==> config.mk <==
export PLATFORM = sky130hd
export DESIGN_NAME = frequency_to_memory_slot_top_flat
export DESIGN_NICKNAME = d
export VERILOG_FILES = /design/src/sv/fms_pkg.sv /design/src/sv/fms_if.sv /design/src/sv/fms_front.sv /design/src/sv/fms_queue.sv /design/src/sv/fms_back.sv /design/src/sv/frequency_to_memory_slot_top.sv /design/src/flat_wrapper.sv
export SDC_FILE = /design/constraint.sdc
export NUM_CORES = 1
export LEC_CHECK = 0
export BUFFER_PORTS_ARGS = -buffer_cell sky130_fd_sc_hd__buf_2
export CAP_MARGIN = 20
export CORE_MARGIN = 3
export CORE_UTILIZATION = 50
export CTS_CLUSTER_SIZE = 10
export DETAILED_ROUTE_END_ITERATION = 8
export HOLD_SLACK_MARGIN = 0.15
export PLACE_DENSITY = 0.69
export RECOVER_POWER = 100
export REMOVE_ABC_BUFFERS = 1
export SYNTH_ARGS = -nofsm -noshare
export SYNTH_HDL_FRONTEND = slang
export SYNTH_SLANG_ARGS = --single-unit
==> constraint.sdc <==
create_clock -name clk_i -period 12.1 [get_ports clk_i]
set_input_delay 0 -clock clk_i [delete_from_list [all_inputs] [get_ports clk_i]]
set_output_delay 0 -clock clk_i [all_outputs]
set_load 0.02 [all_outputs]
==> src/sv/fms_pkg.sv <==
// ----------------------------------------------------------------------------
// fms_pkg: frequency to memory slot shared definitions
// band group table, reciprocal constants and the classified word type
// ----------------------------------------------------------------------------
package fms_pkg;

  localparam int unsigned FREQ_W      = 16;
  localparam int unsigned SLOT_W      = 12;
  localparam int unsigned TABLE_SIZE  = 21;
  localparam int unsigned GROUP_COUNT = 21;
  localparam int unsigned SEARCH_N    = (GROUP_COUNT < TABLE_SIZE) ? GROUP_COUNT : TABLE_SIZE;
  localparam int unsigned GRP_W       = $clog2(TABLE_SIZE);
  localparam int unsigned CNT_W       = 8;
  localparam int unsigned WID_W       = 15;
  localparam int unsigned OFF_W       = 15;
  localparam int unsigned NUM_W       = 22;
  localparam int unsigned RECIP_SH    = 24;
  localparam int unsigned RECIP_W     = 16;
  localparam int unsigned PROD_W      = NUM_W + RECIP_W;
  localparam int unsigned QUO_W       = 8;

  localparam logic [FREQ_W-1:0] FREQ_TOP  = 16'd55000;
  localparam logic [FREQ_W-1:0] FREQ_ONES = '1;
  localparam int unsigned       RECIP_ONE = 1 << RECIP_SH;

  localparam logic [FREQ_W-1:0] GRP_LO [TABLE_SIZE] = '{
    16'd1,     16'd1600,  16'd2200,  16'd3300,  16'd4200,  16'd6800,  16'd7500,
    16'd9810,  16'd10350, 16'd13800, 16'd14550, 16'd17868, 16'd18368, 16'd20800,
    16'd21650, 16'd24690, 16'd25190, 16'd27800, 16'd29900, 16'd49800, 16'd54200
  };

  localparam logic [FREQ_W-1:0] GRP_HI [TABLE_SIZE] = '{
    16'd1600,  16'd2200,  16'd3300,  16'd4200,  16'd6800,  16'd7500,  16'd9810,
    16'd10350, 16'd13800, 16'd14550, 16'd17868, 16'd18368, 16'd20800, 16'd21650,
    16'd24690, 16'd25190, 16'd27800, 16'd29900, 16'd49800, 16'd54200, 16'd55000
  };

  localparam logic [WID_W-1:0] GRP_WIDTH [TABLE_SIZE] = '{
    15'd1599,  15'd600,   15'd1100,  15'd900,   15'd2600,  15'd700,   15'd2310,
    15'd540,   15'd3450,  15'd750,   15'd3318,  15'd500,   15'd2432,  15'd850,
    15'd3040,  15'd500,   15'd2610,  15'd2100,  15'd19900, 15'd4400,  15'd800
  };

  localparam logic [CNT_W-1:0] GRP_CNT [TABLE_SIZE] = '{
    8'd200, 8'd100, 8'd200, 8'd200, 8'd200, 8'd100, 8'd200,
    8'd100, 8'd200, 8'd100, 8'd200, 8'd100, 8'd200, 8'd200,
    8'd200, 8'd100, 8'd200, 8'd200, 8'd200, 8'd200, 8'd100
  };

  localparam logic [SLOT_W-1:0] GRP_BASE [TABLE_SIZE] = '{
    12'd0,    12'd200,  12'd300,  12'd500,  12'd700,  12'd900,  12'd1000,
    12'd1200, 12'd1300, 12'd1500, 12'd1600, 12'd1800, 12'd1900, 12'd2100,
    12'd2300, 12'd2500, 12'd2600, 12'd2800, 12'd3000, 12'd3200, 12'd3400
  };

  // floor(2^24 / width)
  localparam logic [RECIP_W-1:0] GRP_RECIP [TABLE_SIZE] = '{
    RECIP_W'(RECIP_ONE / 1599),  RECIP_W'(RECIP_ONE / 600),   RECIP_W'(RECIP_ONE / 1100),
    RECIP_W'(RECIP_ONE / 900),   RECIP_W'(RECIP_ONE / 2600),  RECIP_W'(RECIP_ONE / 700),
    RECIP_W'(RECIP_ONE / 2310),  RECIP_W'(RECIP_ONE / 540),   RECIP_W'(RECIP_ONE / 3450),
    RECIP_W'(RECIP_ONE / 750),   RECIP_W'(RECIP_ONE / 3318),  RECIP_W'(RECIP_ONE / 500),
    RECIP_W'(RECIP_ONE / 2432),  RECIP_W'(RECIP_ONE / 850),   RECIP_W'(RECIP_ONE / 3040),
    RECIP_W'(RECIP_ONE / 500),   RECIP_W'(RECIP_ONE / 2610),  RECIP_W'(RECIP_ONE / 2100),
    RECIP_W'(RECIP_ONE / 19900), RECIP_W'(RECIP_ONE / 4400),  RECIP_W'(RECIP_ONE / 800)
  };

  typedef struct packed {
    logic [FREQ_W-1:0] freq;
    logic [GRP_W-1:0]  grp;
    logic              ok;
  } fms_cls_t;

endpackage

==> src/sv/fms_if.sv <==
// ----------------------------------------------------------------------------
// fms_if: frequency and slot channels
// valid/ready channels carrying the frequency word and the slot word
// ----------------------------------------------------------------------------
interface fms_freq_if;
  import fms_pkg::*;

  logic              valid;
  logic              ready;
  logic [FREQ_W-1:0] frequency_khz;

  modport source (output valid, output frequency_khz, input ready);
  modport sink   (input valid, input frequency_khz, output ready);
endinterface

interface fms_slot_if;
  import fms_pkg::*;

  logic              valid;
  logic              ready;
  logic [SLOT_W-1:0] slot_index;
  logic              slot_valid;

  modport source (output valid, output slot_index, output slot_valid, input ready);
  modport sink   (input valid, input slot_index, input slot_valid, output ready);
endinterface

==> src/sv/fms_front.sv <==
// ----------------------------------------------------------------------------
// fms_front: frequency classifier
// accepts frequency words and finds the band group that holds each one
// ----------------------------------------------------------------------------
module fms_front (
  fms_freq_if.sink           freq_i,
  output logic               push_valid_o,
  output fms_pkg::fms_cls_t  push_data_o,
  input  logic               push_ready_i
);
  import fms_pkg::*;

  logic [FREQ_W-1:0] f;
  logic              hit;
  logic [GRP_W-1:0]  grp;
  logic              in_range;

  assign f = freq_i.frequency_khz;

  // first group whose upper edge lies above the frequency
  always_comb begin
    hit = 1'b0;
    grp = '0;
    for (int i = TABLE_SIZE - 1; i >= 0; i--) begin
      if (i < SEARCH_N && GRP_HI[i] > f) begin
        hit = 1'b1;
        grp = GRP_W'(i);
      end
    end
  end

  assign in_range = (f != '0) && (f != FREQ_ONES) && (f < FREQ_TOP);

  assign push_valid_o     = freq_i.valid;
  assign push_data_o.freq = f;
  assign push_data_o.grp  = grp;
  assign push_data_o.ok   = in_range && hit;
  assign freq_i.ready     = push_ready_i;

endmodule

==> src/sv/fms_queue.sv <==
// ----------------------------------------------------------------------------
// fms_queue: two-entry word queue
// decouples the classifier from the slot arithmetic
// ----------------------------------------------------------------------------
module fms_queue (
  input  logic               clk_i,
  input  logic               rst_ni,
  input  logic               push_valid_i,
  input  fms_pkg::fms_cls_t  push_data_i,
  output logic               push_ready_o,
  output logic               pop_valid_o,
  output fms_pkg::fms_cls_t  pop_data_o,
  input  logic               pop_ready_i
);
  import fms_pkg::*;

  fms_cls_t    entry_q [2];
  logic        wr_ptr_q, wr_ptr_d;
  logic        rd_ptr_q, rd_ptr_d;
  logic [1:0]  fill_q, fill_d;
  logic        push, pop;

  assign push_ready_o = (fill_q != 2'd2);
  assign pop_valid_o  = (fill_q != 2'd0);
  assign pop_data_o   = entry_q[rd_ptr_q];

  assign push = push_valid_i && push_ready_o;
  assign pop  = pop_valid_o && pop_ready_i;

  always_comb begin
    wr_ptr_d = wr_ptr_q ^ push;
    rd_ptr_d = rd_ptr_q ^ pop;
    fill_d   = fill_q + {1'b0, push} - {1'b0, pop};
  end

  always_ff @(posedge clk_i or negedge rst_ni) begin
    if (!rst_ni) begin
      wr_ptr_q <= 1'b0;
      rd_ptr_q <= 1'b0;
      fill_q   <= 2'd0;
    end else begin
      wr_ptr_q <= wr_ptr_d;
      rd_ptr_q <= rd_ptr_d;
      fill_q   <= fill_d;
    end
  end

  always_ff @(posedge clk_i) begin
    if (push) begin
      entry_q[wr_ptr_q] <= push_data_i;
    end
  end

endmodule

==> src/sv/fms_back.sv <==
// ----------------------------------------------------------------------------
// fms_back: slot arithmetic pipeline
// scales the offset into the group, divides by the group width through a
// reciprocal with one correction step, and adds the group base
// ----------------------------------------------------------------------------
module fms_back (
  input  logic               clk_i,
  input  logic               rst_ni,
  input  logic               pop_valid_i,
  input  fms_pkg::fms_cls_t  pop_data_i,
  output logic               pop_ready_o,
  fms_slot_if.source         slot_o
);
  import fms_pkg::*;

  typedef struct packed {
    logic [GRP_W-1:0] grp;
    logic             ok;
    logic [NUM_W-1:0] num;
  } stage1_t;

  typedef struct packed {
    logic [GRP_W-1:0] grp;
    logic             ok;
    logic [NUM_W-1:0] num;
    logic [QUO_W-1:0] quo;
  } stage2_t;

  typedef struct packed {
    logic [SLOT_W-1:0] slot;
    logic              ok;
  } stage3_t;

  logic    v1_q, v2_q, v3_q;
  logic    en1, en2, en3;
  stage1_t s1_q, s1_d;
  stage2_t s2_q, s2_d;
  stage3_t s3_q, s3_d;

  logic [OFF_W-1:0]        off;
  logic [PROD_W-1:0]       prod;
  logic [NUM_W-1:0]        back_mul;
  logic [NUM_W-1:0]        rem;
  logic [QUO_W-1:0]        quo_fix;

  assign en3 = !v3_q || slot_o.ready;
  assign en2 = !v2_q || en3;
  assign en1 = !v1_q || en2;
  assign pop_ready_o = en1;

  // offset times slot count
  always_comb begin
    off      = OFF_W'(pop_data_i.freq - GRP_LO[pop_data_i.grp]);
    s1_d.grp = pop_data_i.grp;
    s1_d.ok  = pop_data_i.ok;
    s1_d.num = NUM_W'(off * GRP_CNT[pop_data_i.grp]);
  end

  // quotient estimate, low by at most one
  always_comb begin
    prod     = PROD_W'(s1_q.num * GRP_RECIP[s1_q.grp]);
    s2_d.grp = s1_q.grp;
    s2_d.ok  = s1_q.ok;
    s2_d.num = s1_q.num;
    s2_d.quo = prod[RECIP_SH +: QUO_W];
  end

  // correction and base add
  always_comb begin
    back_mul = NUM_W'(s2_q.quo * GRP_WIDTH[s2_q.grp]);
    rem      = s2_q.num - back_mul;
    quo_fix  = s2_q.quo + QUO_W'(rem >= NUM_W'(GRP_WIDTH[s2_q.grp]));
    s3_d.ok  = s2_q.ok;
    s3_d.slot = s2_q.ok ? (GRP_BASE[s2_q.grp] + SLOT_W'(quo_fix)) : '0;
  end

  always_ff @(posedge clk_i or negedge rst_ni) begin
    if (!rst_ni) begin
      v1_q <= 1'b0;
      v2_q <= 1'b0;
      v3_q <= 1'b0;
    end else begin
      if (en1) v1_q <= pop_valid_i;
      if (en2) v2_q <= v1_q;
      if (en3) v3_q <= v2_q;
    end
  end

  always_ff @(posedge clk_i) begin
    if (en1) s1_q <= s1_d;
    if (en2) s2_q <= s2_d;
    if (en3) s3_q <= s3_d;
  end

  assign slot_o.valid      = v3_q;
  assign slot_o.slot_index = s3_q.slot;
  assign slot_o.slot_valid = s3_q.ok;

endmodule

==> src/sv/frequency_to_memory_slot_top.sv <==
// ----------------------------------------------------------------------------
// frequency_to_memory_slot_top: frequency to memory slot mapper
// Maps a frequency in kHz to a memory slot index from a table of 21 band
// groups. One word is accepted every cycle while the slot side is ready. An
// accepted word is held in the queue, then passes the offset scaling, the
// reciprocal multiply and the correction and base add stages, one register
// each, before its result is offered. With the slot side stalled the block
// holds five words, two in the queue and three in the pipeline, before it
// stalls its input. Frequencies of zero, all ones or at least 55000 kHz
// return slot 0 with slot_valid low.
// ----------------------------------------------------------------------------
module frequency_to_memory_slot_top (
  input  logic        clk_i,
  input  logic        rst_ni,
  fms_freq_if.sink    freq_i,
  fms_slot_if.source  slot_o
);
  import fms_pkg::*;

  logic     push_valid, push_ready;
  fms_cls_t push_data;
  logic     pop_valid, pop_ready;
  fms_cls_t pop_data;

  fms_front u_front (
    .freq_i       (freq_i),
    .push_valid_o (push_valid),
    .push_data_o  (push_data),
    .push_ready_i (push_ready)
  );

  fms_queue u_queue (
    .clk_i        (clk_i),
    .rst_ni       (rst_ni),
    .push_valid_i (push_valid),
    .push_data_i  (push_data),
    .push_ready_o (push_ready),
    .pop_valid_o  (pop_valid),
    .pop_data_o   (pop_data),
    .pop_ready_i  (pop_ready)
  );

  fms_back u_back (
    .clk_i       (clk_i),
    .rst_ni      (rst_ni),
    .pop_valid_i (pop_valid),
    .pop_data_i  (pop_data),
    .pop_ready_o (pop_ready),
    .slot_o      (slot_o)
  );

endmodule
==> src/flat_wrapper.sv <==
// flat-port wrapper written by rule: the top's interface ports become plain ports
module frequency_to_memory_slot_top_flat import fms_pkg::*;
  (clk_i, rst_ni, freq_i_valid, freq_i_frequency_khz, freq_i_ready, slot_o_valid, slot_o_slot_index, slot_o_slot_valid, slot_o_ready);
  fms_freq_if freq_i_i ();
  fms_slot_if slot_o_i ();
  input  logic clk_i;
  input  logic rst_ni;
  input wire logic [$bits(freq_i_i.valid)-1:0] freq_i_valid;
  input wire logic [$bits(freq_i_i.frequency_khz)-1:0] freq_i_frequency_khz;
  output wire logic [$bits(freq_i_i.ready)-1:0] freq_i_ready;
  output wire logic [$bits(slot_o_i.valid)-1:0] slot_o_valid;
  output wire logic [$bits(slot_o_i.slot_index)-1:0] slot_o_slot_index;
  output wire logic [$bits(slot_o_i.slot_valid)-1:0] slot_o_slot_valid;
  input wire logic [$bits(slot_o_i.ready)-1:0] slot_o_ready;
  assign freq_i_i.valid = freq_i_valid;
  assign freq_i_i.frequency_khz = freq_i_frequency_khz;
  assign freq_i_ready = freq_i_i.ready;
  assign slot_o_valid = slot_o_i.valid;
  assign slot_o_slot_index = slot_o_i.slot_index;
  assign slot_o_slot_valid = slot_o_i.slot_valid;
  assign slot_o_i.ready = slot_o_ready;
  frequency_to_memory_slot_top u_core (.clk_i(clk_i), .rst_ni(rst_ni), .freq_i(freq_i_i), .slot_o(slot_o_i));
endmodule
* Yosys cells after proc, flatten, opt, wreduce, memory -nomap -nowiden *
Memories as Yosys holds them, arrays and structs flattened.
Index checks and enable logic that the tools add are counted.

operators by class
  shift-type cells = 0
  reductions and logical operators = 13
  multiplexer cells = 54
  add/sub/neg operators = 6
  equal/unequal tests = 2
  bitwise logic cells = 5
  divide/modulo/power cells = 0
  order comparisons = 26
  multipliers = 3

operators by type and width
  cell                    number
  $gt A15 B16 Y1 const A  8
  $mux W5                 21
  $gt A14 B16 Y1 const A  4
  $mux W15                4
  $gt A13 B16 Y1 const A  3
  $gt A16 B16 Y1 const A  3
  $gt A12 B16 Y1 const A  2
  $mul A22 B16 Y32        1
  $mux W16                2
  $mux W12                2
  $mux W1                 23
  $ge A22 B15 Y1          1
  $mul A15 B8 Y22         1
  $mul A8 B15 Y22         1
  $sub A22 B22 Y22        1
  $ge A6 B6 Y1 const B    3
  $not A5 Y6              3
  $gt A11 B16 Y1 const A  1
  $lt A16 B16 Y1 const B  1
  $mux W8                 2
  $ne A16 B16 Y1 const B  1
  $reduce_bool A16 Y1     1
  $sub A15 B15 Y15        1
  $add A12 B8 Y12         1
  9 further kinds         18

word-level totals
  bits in registers = 84
  memory bits (writable) = 44
  bits in latches = 0
  input bits = 20
  memory bits (read-only) = 2,144
  memories = 6

memories
  memory                  words  bits a word  rd ports  clocked after Yosys merged registers in  write ports  line             source
  (name not given)        32     16           1         0                                        0            fms_back.sv:61   prod = PROD_W'(s1_q.num * GRP_RECIP[s1_q.grp]);
  (name not given)        32     16           1         0                                        0            fms_back.sv:53   off = OFF_W'(pop_data_i.freq - GRP_LO[pop_data_i.grp]);
  (name not given)        32     15           1         0                                        0            fms_back.sv:72   quo_fix = s2_q.quo + QUO_W'(rem >= NUM_W'(GRP_WIDTH[s2_q.grp]));
  (name not given)        32     12           1         0                                        0            fms_back.sv:74   s3_d.slot = s2_q.ok ? (GRP_BASE[s2_q.grp] + SLOT_W'(quo_fix)) : '0;
  (name not given)        32     8            1         0                                        0            fms_back.sv:56   s1_d.num = NUM_W'(off * GRP_CNT[pop_data_i.grp]);
  u_core.u_queue.entry_q  2      22           1         0                                        1            fms_queue.sv:17  fms_cls_t entry_q [2];

* Depth between registers and ports, before layout *
Gate-level depths: netlist (run 1).

  depth in word-level cells = 23
  depth in mapped cells = 44
  depth with buffers taken out = 43

* By module *
A second synthesis (run 1) with hierarchy kept.

second synthesis, totals
  cells, all modules = 2,673
  area total of the unflattened synthesis = 24,118.1 µm²

by module, submodules not included
  module     cells each  times used  sequential area each (µm²)  area each (µm²)
  fms_back   2,362       1           2,267.2                     20,972.6
  fms_queue  91          1           1,421.4                     1,813.0
  fms_front  220         1           0.0                         1,332.5

* Worst setup path after synthesis (run 1) *
No wires, ideal clock.

  path kind = reg-to-reg
  start point = register u_core.u_back.s2_q[32] (netlist name)
  end point = register u_core.u_back.s3_q (netlist bit u_core.u_back.slot_o.slot_index[10]), data pin
  slack = 2.968 ns
  clock period less this slack = 9.132 ns
  cell stages (with the launch flop) = 42
  required time = 11.845 ns
  buffers on the path = 0
  arrival time = 8.877 ns
  cells stage by stage = edfxtp_1 > inv_1 > ha_1 > and2_1 > o31ai_1 > nor2_1 > a21oi_1 > and2_1 > fa_1 > inv_1 > fa_1 > fa_1 > inv_1 > fa_1 > inv_1 > ha_1 > o21a_1 > o21ai_0 > [... 6 more ...] > a221oi_1 > o2111ai_1 > a41oi_1 > nand4_1 > or4_1 > ha_1 > nand3_1 > xnor2_1 > inv_1 > fa_1 > nor2b_1 > o21ai_0 > nand2b_1 > a21o_1 > a21o_1 > nand3_1 > xnor2_1 > and2_1

between the ends
  word-level cells in the longest chain between the ends = 9
  elaborated cells between the ends (all ways) = 12

RTL lines
  item                                          line                                            source
  from (decl)                                   fms_back.sv:37                                  stage2_t s2_q, s2_d;
  from (signal assigned)                        fms_back.sv:91                                  if (en2) s2_q <= s2_d;
  $not A5 Y6 (implied by the code) *            fms_back.sv:70, fms_back.sv:72, fms_back.sv:74
  $mem_v2 Z32 W15                               -
  $mux W15 (implied by the code) (2 in series)  fms_back.sv:72
  $mul A8 B15 Y22                               fms_back.sv:70                                  back_mul = NUM_W'(s2_q.quo * GRP_WIDTH[s2_q.grp]);
  $sub A22 B22 Y22                              fms_back.sv:71                                  rem = s2_q.num - back_mul;
  $ge A22 B15 Y1                                fms_back.sv:72
  $add A8 B1 Y8                                 fms_back.sv:72
  $add A12 B8 Y12 *                             fms_back.sv:74
  to (signal assigned)                          fms_back.sv:92                                  if (en3) s3_q <= s3_d;
  to (decl)                                     fms_back.sv:38                                  stage3_t s3_q, s3_d;

Mark *: on every way between the ends. The rest lies on a longest branch, timed or not. The select of a mux whose other input is x is not followed.
A chain may end at the register's enable or synchronous reset.

* Worst setup path in the final report (run 1) *
  start point = register u_core.u_back.s2_q[34] (netlist name)
  end point = register u_core.u_back.s3_q (netlist bit u_core.u_back.slot_o.slot_index[10]), data pin

The elaborated chain is that of the path after synthesis.

==> results of run 1 <==
-- routing by layer --
metal	vias to the layer above	global-route usage
met1	9221	0.313
met5	-	0
met4	0	0.0856
met3	138	0.0379
li1	8381	-
met2	657	0.424
-- metrics by stage --
step                      cells  instance area [µm²]   util  hold WS [ns]
after floorplan            2518                23400      -        -0.296
after global placement     3187                24500  0.525        -0.159
after detailed placement   3187                24500  0.525        -0.157
after CTS                  3238                25300  0.541         0.161
after global routing       3239                25200  0.538         0.280
final                      3239                25200  0.538         0.196
-- flip-flops by register name (all words and copies together), names as in the netlist, 2 cells and up --
register / cells
u_core.u_queue.entry_q: 42
u_core.u_back.s2_q: 34
u_core.u_back.s1_q: 26
u_core.u_back.slot_o.slot_index: 12
u_core.u_queue.fill_q: 2
-- cells in the final DEF (no fill, tap or decap), types with 24 or more instances in the layout --
cell type,n
nor2b_1,39
ha_1,250
o21ai_0,69
inv_1,494
a21oi_1,107
nand2_1,340
xor2_1,27
nor2_1,101
fa_1,364
nand2b_1,31
and2_1,140
edfxtp_1,115
mux2i_1,24
clkbuf_1,40
xnor2_1,47
nor3_1,33
nand3_1,35
-- worst min-delay path, stage by stage --
cell and delay, ns:
buf_2 0.17, nand2_1 0.14, nor2_1 0.07, nor2_1 0.11
-- path summary, 6_finish.rpt --
kind | slack [ns] | endpoint | depth (start not counted)
worst max-delay path | 1.48 | u_core.u_back.slot_o.slot_index[10]$_SDFFCE_PN0P_ | 40
worst min-delay path | 0.20 | u_core.u_queue.entry_q[0][5]$_DFFE_PP_ | 4
worst max register to register | 1.48 | u_core.u_back.slot_o.slot_index[10]$_SDFFCE_PN0P_ | 40
worst min register to register | 0.45 | u_core.u_back.s2_q[30]$_DFFE_PP_ | 0
max in group asynchronous | 11.32 | u_core.u_back.v2_q$_DFFE_PN0P_ | 3
min in group asynchronous | 0.52 | u_core.u_back.slot_o.valid$_DFFE_PN0P_ | 3
-- logic make-up (layout without fill, tap and decap cells) --
logic type | count (synthesis) | after routing | synth area share
xor+xnor | 77 | 77 | 0.0301
flops | 122 | 122 | 0.153
fa+ha+maj | 614 | 614 | 0.438
mux | 39 | 39 | 0.0187
compound gates | 359 | 359 | 0.0987
buf+inv | 607 | 611 | 0.0966
simple gates | 810 | 810 | 0.166
-- cell type report --
class | instances | area (µm²)
Timing Repair Buffer | 82 | 507
Tap cell | 607 | 759
Clock inverter | 14 | 135
Inverter | 497 | 1870
Multi-Input combinational cell | 1899 | 17800
Clock buffer | 18 | 429
Sequential cell | 122 | 3630
Fill cell | 4271 | 21600
-- timing repair --
item / 4_1_cts / 5_1_grt
hold buffers: 19 / 0
hold endpoints to repair: 40 / 0
setup endpoints to repair: 0 / 0
==> impl_metrics.toml, run 1 <==
[run_status]
run_status = "finished, violations left"
violations = "capacitance limit, slew limit"

[detailed_routing]
drt_pass1_iterations = 7
first_iter_violations = 1097
routed_wl_um = 59400
wl_per_cell_um = 18.3
met3WireLength_um = 3590
wl_met1_um = 24400
drc = 0
viasPerCell = 5.68
detail-route-antenna-nets = 0
vias = 18397
dr.max_layer_used = "met4"
wl_met2_um = 29400

[layout]
insertedDiodeCount = 0
drive_gt1_frac = 0.0399
nets = 3253
area_growth_pct = 5.78

[die]
dieArea_mm2 = 0.0502
dieHeight_um = 224
initial_core_util = 0.509
fp.coreArea_mm2 = 0.0468
ios = 35
rows = 79
die_w_um = 224

[cts]
cts_buffers = 17
path_clk_slew_ns = 0.06
cts_buffer_depth = 2
cts_setup_buffers = 0
clkLatencyLatePin_ns = 0.44
cts_tree = "built"
root_buffer = "clkbuf_16"
clkSinkCount = 122
ctsResizeCount = 0
h-tree-depth = 4

[yosys]
synth_common_cells = "inv_1 (494), fa_1 (364), nand2_1 (340)"
synth_edf_count = 115
ys_top_cells_by_area = "fa_1 (31%), edfxtp_1 (15%), ha_1 (13%)"
yosys_warnings = 0
yosysSeqAreaShare = 0.153
ys_ff_latch = 122
synth.top_cell.area_share = 0.306
synth_area_leader_cell = "fa_1"
synth_ff_type = "edfxtp_1"
synthCells = 2628
yosysMostFrequentCell = "inv_1"
netlist_area_mm2 = 0.0238
ys_types = 85
async_flop_share = 0.0574
syn_area_per_cell_um2 = 9.05

[placed_design]
place_congestion = 0.893
post-place-ws_ns = 1.58
port_buffers = 34
place_hpwl_um = 44200

[worst_setup_path]
critPathRequiredTime_ns = 12.28
path_buf_inv = 6
worstSetupEndpointType = "flop"
r2r_start = "u_core.u_back.s2_q[34]$_DFFE_PP_"
path_class = "flop to flop"
crit_fanout = 27
startpoint = "u_core.u_back.s2_q[34]$_DFFE_PP_"
cp_common_cell = "inv_1"
critPathTopFamily = "adder cells"
cp_slowest_cell = "edfxtp_1"
cp_slowest_stage_delay_ns = 0.88
start_kind = "flop"
arrival_ns = 10.80

[sta]
rsz0062_at_grt = "no"
maxSlewHeadroom = -0.362
setup_tns_ns = 0
worst_pin_slew_ns = 2.04
setup_viol = 0
period_share = 0.877
layout_setup_ws_ns = 1.48
finalClockSkew_ns = 0.0136
hold_viol = 0
finalCriticalPeriod_ns = 10.62
max_freq_ghz = 0.0942
maxSlewViolCount = 63

[grt]
antenna_found_initial = 0
gr-total-overflow = 0
grt_pass1_vias = 19563
grt_pass1_wl_um = 98700
grt_max_degree = 36
grtUsageTotal = 0.244

[worst_hold_path]
hold_class = "input pin to flop"
holdCritStartpoint = "freq_i_frequency_khz[15]"

[job]
maxCapViolations = 2
Power of run 1 is left out: the tool's default activity adds up to more than one toggle a clock period on the data nets, which glitch-free logic cannot reach.
==> run 2, diff against run 1 <==
--- a/config.mk
+++ b/config.mk
@@ -7,12 +7,13 @@
 export LEC_CHECK = 0
 export BUFFER_PORTS_ARGS = -buffer_cell sky130_fd_sc_hd__buf_2
 export CAP_MARGIN = 20
+export CORE_ASPECT_RATIO = 0.9
 export CORE_MARGIN = 3
-export CORE_UTILIZATION = 50
+export CORE_UTILIZATION = 40
 export CTS_CLUSTER_SIZE = 10
 export DETAILED_ROUTE_END_ITERATION = 8
 export HOLD_SLACK_MARGIN = 0.15
-export PLACE_DENSITY = 0.69
+export PLACE_DENSITY = 0.58
 export RECOVER_POWER = 100
 export REMOVE_ABC_BUFFERS = 1
 export SYNTH_ARGS = -nofsm -noshare
==> run 2 against run 1 <==
Net effect: the flow still finishes with violations (capacitance limit, slew limit); routed wire length grew 3.1%; non-clock buffer count up 13; clock skew rose by 0.0030 ns; core utilization down 10 points; sequential cell count did not move; hold slack better by 0.019 ns; clock-buffer cell count shrank 1; critical path depth unchanged; maximum frequency up 2.3%; worst setup slack better by 0.24 ns; critical path type unchanged; highest routed layer unchanged.
==> impl_metrics.toml, run 2 (same netlist as run 1, synthesis figures left out) <==
[layout]
regArea_mm2 = 0.00363
area_growth_pct = 6.89
drive_gt1_frac = 0.0405
fill_cells = 5780
top_register = "u_core.u_queue.entry_q"
final_common_cell = "inv_1"
multi_input_area_mm2 = 0.0179
largest_register_ffs = 42
final_cell_mix = "inv_1 (494), fa_1 (364), nand2_1 (340), ha_1 (250), and2_1 (140)"
top_regs = "u_core.u_queue.entry_q (42), u_core.u_back.s2_q (34), u_core.u_back.s1_q (26)"
nets = 3266

[die]
die_w_um = 263
dieArea_mm2 = 0.0624
fp.coreArea_mm2 = 0.0586
rows = 84
dieHeight_um = 237
ios = 35
initial_core_util = 0.406

[cts]
path_clk_slew_ns = 0.07
clkLatencyLatePin_ns = 0.47
h-tree-depth = 4
cts_buffers = 17
clkSinkCount = 122
root_buffer = "clkbuf_16"
cts_tree = "built"
cts_buffer_depth = 2

[worst_setup_path]
r2r_start = "u_core.u_back.s2_q[32]$_DFFE_PP_"
critPathRequiredTime_ns = 12.33
cp_slowest_cell = "o22ai_1"
arrival_ns = 10.61
crit_fanout = 10
reg2regPathDepth = 40
reg2reg_to = "u_core.u_back.slot_o.slot_index[10]$_SDFFCE_PN0P_"
regToRegSetupSlack_ns = 1.72
cp_slowest_stage_delay_ns = 0.77
start_kind = "flop"
path_class = "flop to flop"
worstSetupEndpointType = "flop"

[placed_design]
port_buffers = 34
place_congestion = 0.911
place_hpwl_um = 45800

[sta]
worst_pin_slew_ns = 1.94
maxSlewHeadroom = -0.296
period_share = 0.858
maxSlewViolCount = 62
rsz0062_at_grt = "no"
setup_viol = 0
hold_viol = 0
finalCriticalPeriod_ns = 10.38
finalClockSkew_ns = 0.0166
max_freq_ghz = 0.0963
setup_tns_ns = 0

[grt]
grt_pass1_vias = 18807
gr-total-overflow = 0
grt_pass1_wl_um = 101000
antenna_found_initial = 0
grt_max_degree = 35
grtUsageTotal = 0.203

[detailed_routing]
detail-route-antenna-nets = 0
drc = 0
vias = 18027
first_iter_violations = 1065
drt_pass1_iterations = 6
viasPerCell = 5.27
wl_per_cell_um = 17.9
routed_wl_um = 61300

[worst_hold_path]
holdPathStages = 4
whs_endpoint = "u_core.u_queue.entry_q[1][5]$_DFFE_PP_"
holdCritStartpoint = "freq_i_frequency_khz[15]"
hold_class = "input pin to flop"

[job]
maxCapViolations = 2

[run_status]
violations = "capacitance limit, slew limit"
run_status = "finished, violations left"
==> run 2: layer usage <==
layer	vias to the layer above	share of wire	GRT usage
li1	8412	-	-
met1	9041	0.45	0.278
met2	489	0.47	0.333
met3	85	0.055	0.0320
met4	0	0.026	0.0623
met5	-	0	0
==> run 2: area by class of cell <==
type / instances / area share
Antenna cell: 1 / 0.0000984
Inverter: 497 / 0.0734
Clock inverter: 15 / 0.00512
Multi-Input combinational cell: 1899 / 0.702
Clock buffer: 17 / 0.0167
Tap cell: 774 / 0.0381
Timing Repair Buffer: 95 / 0.0218
Sequential cell: 122 / 0.143
==> run 2: worst max-delay path by stage <==
stage,startpoint,endpoint,cells past startpoint
after global routing,u_core.u_back.s2_q[32]$_DFFE_PP_,u_core.u_back.slot_o.slot_index[11]$_SDFFCE_PN0P_,38
final,u_core.u_back.s2_q[32]$_DFFE_PP_,u_core.u_back.slot_o.slot_index[10]$_SDFFCE_PN0P_,40
after detailed placement,u_core.u_back.s2_q[32]$_DFFE_PP_,u_core.u_back.slot_o.slot_index[10]$_SDFFCE_PN0P_,40
after global placement,u_core.u_back.s2_q[32]$_DFFE_PP_,u_core.u_back.slot_o.slot_index[10]$_SDFFCE_PN0P_,40
after floorplan,u_core.u_back.s2_q[33]$_DFFE_PP_,u_core.u_back.slot_o.slot_index[10]$_SDFFCE_PN0P_,40
after CTS,u_core.u_back.s2_q[32]$_DFFE_PP_,u_core.u_back.slot_o.slot_index[10]$_SDFFCE_PN0P_,40
==> run 2: what timing repair did <==
item,4_1_cts,5_1_grt
buffers inserted,0,0
resized for setup,0,0
hold endpoints to repair,42,0
hold buffers,19,0
==> run 2: critical path: cells and delay by family, from the launching register on <==
family	cells	cell delay [ns]
fa+ha+maj	10	3.85
compound gates	14	3.11
simple gates	9	1.74
flops	1	0.55
xor+xnor	3	0.44
buf+inv	4	0.42
==> run 2: through the flow <==
stage / hold slack (ns) / std cells / setup slack (ns) / area (µm²) / util
after global placement: -0.161 / 3366 / 2.06 / 24800 / 0.423
after CTS: 0.156 / 3417 / 1.76 / 25600 / 0.436
after global routing: 0.227 / 3419 / 0.909 / 25400 / 0.434
after floorplan: -0.296 / 2518 / 2.79 / 23400 / -
final: 0.215 / 3420 / 1.72 / 25400 / 0.434
after detailed placement: -0.158 / 3366 / 1.78 / 24800 / 0.423
Power of run 2 is left out for the same reason.
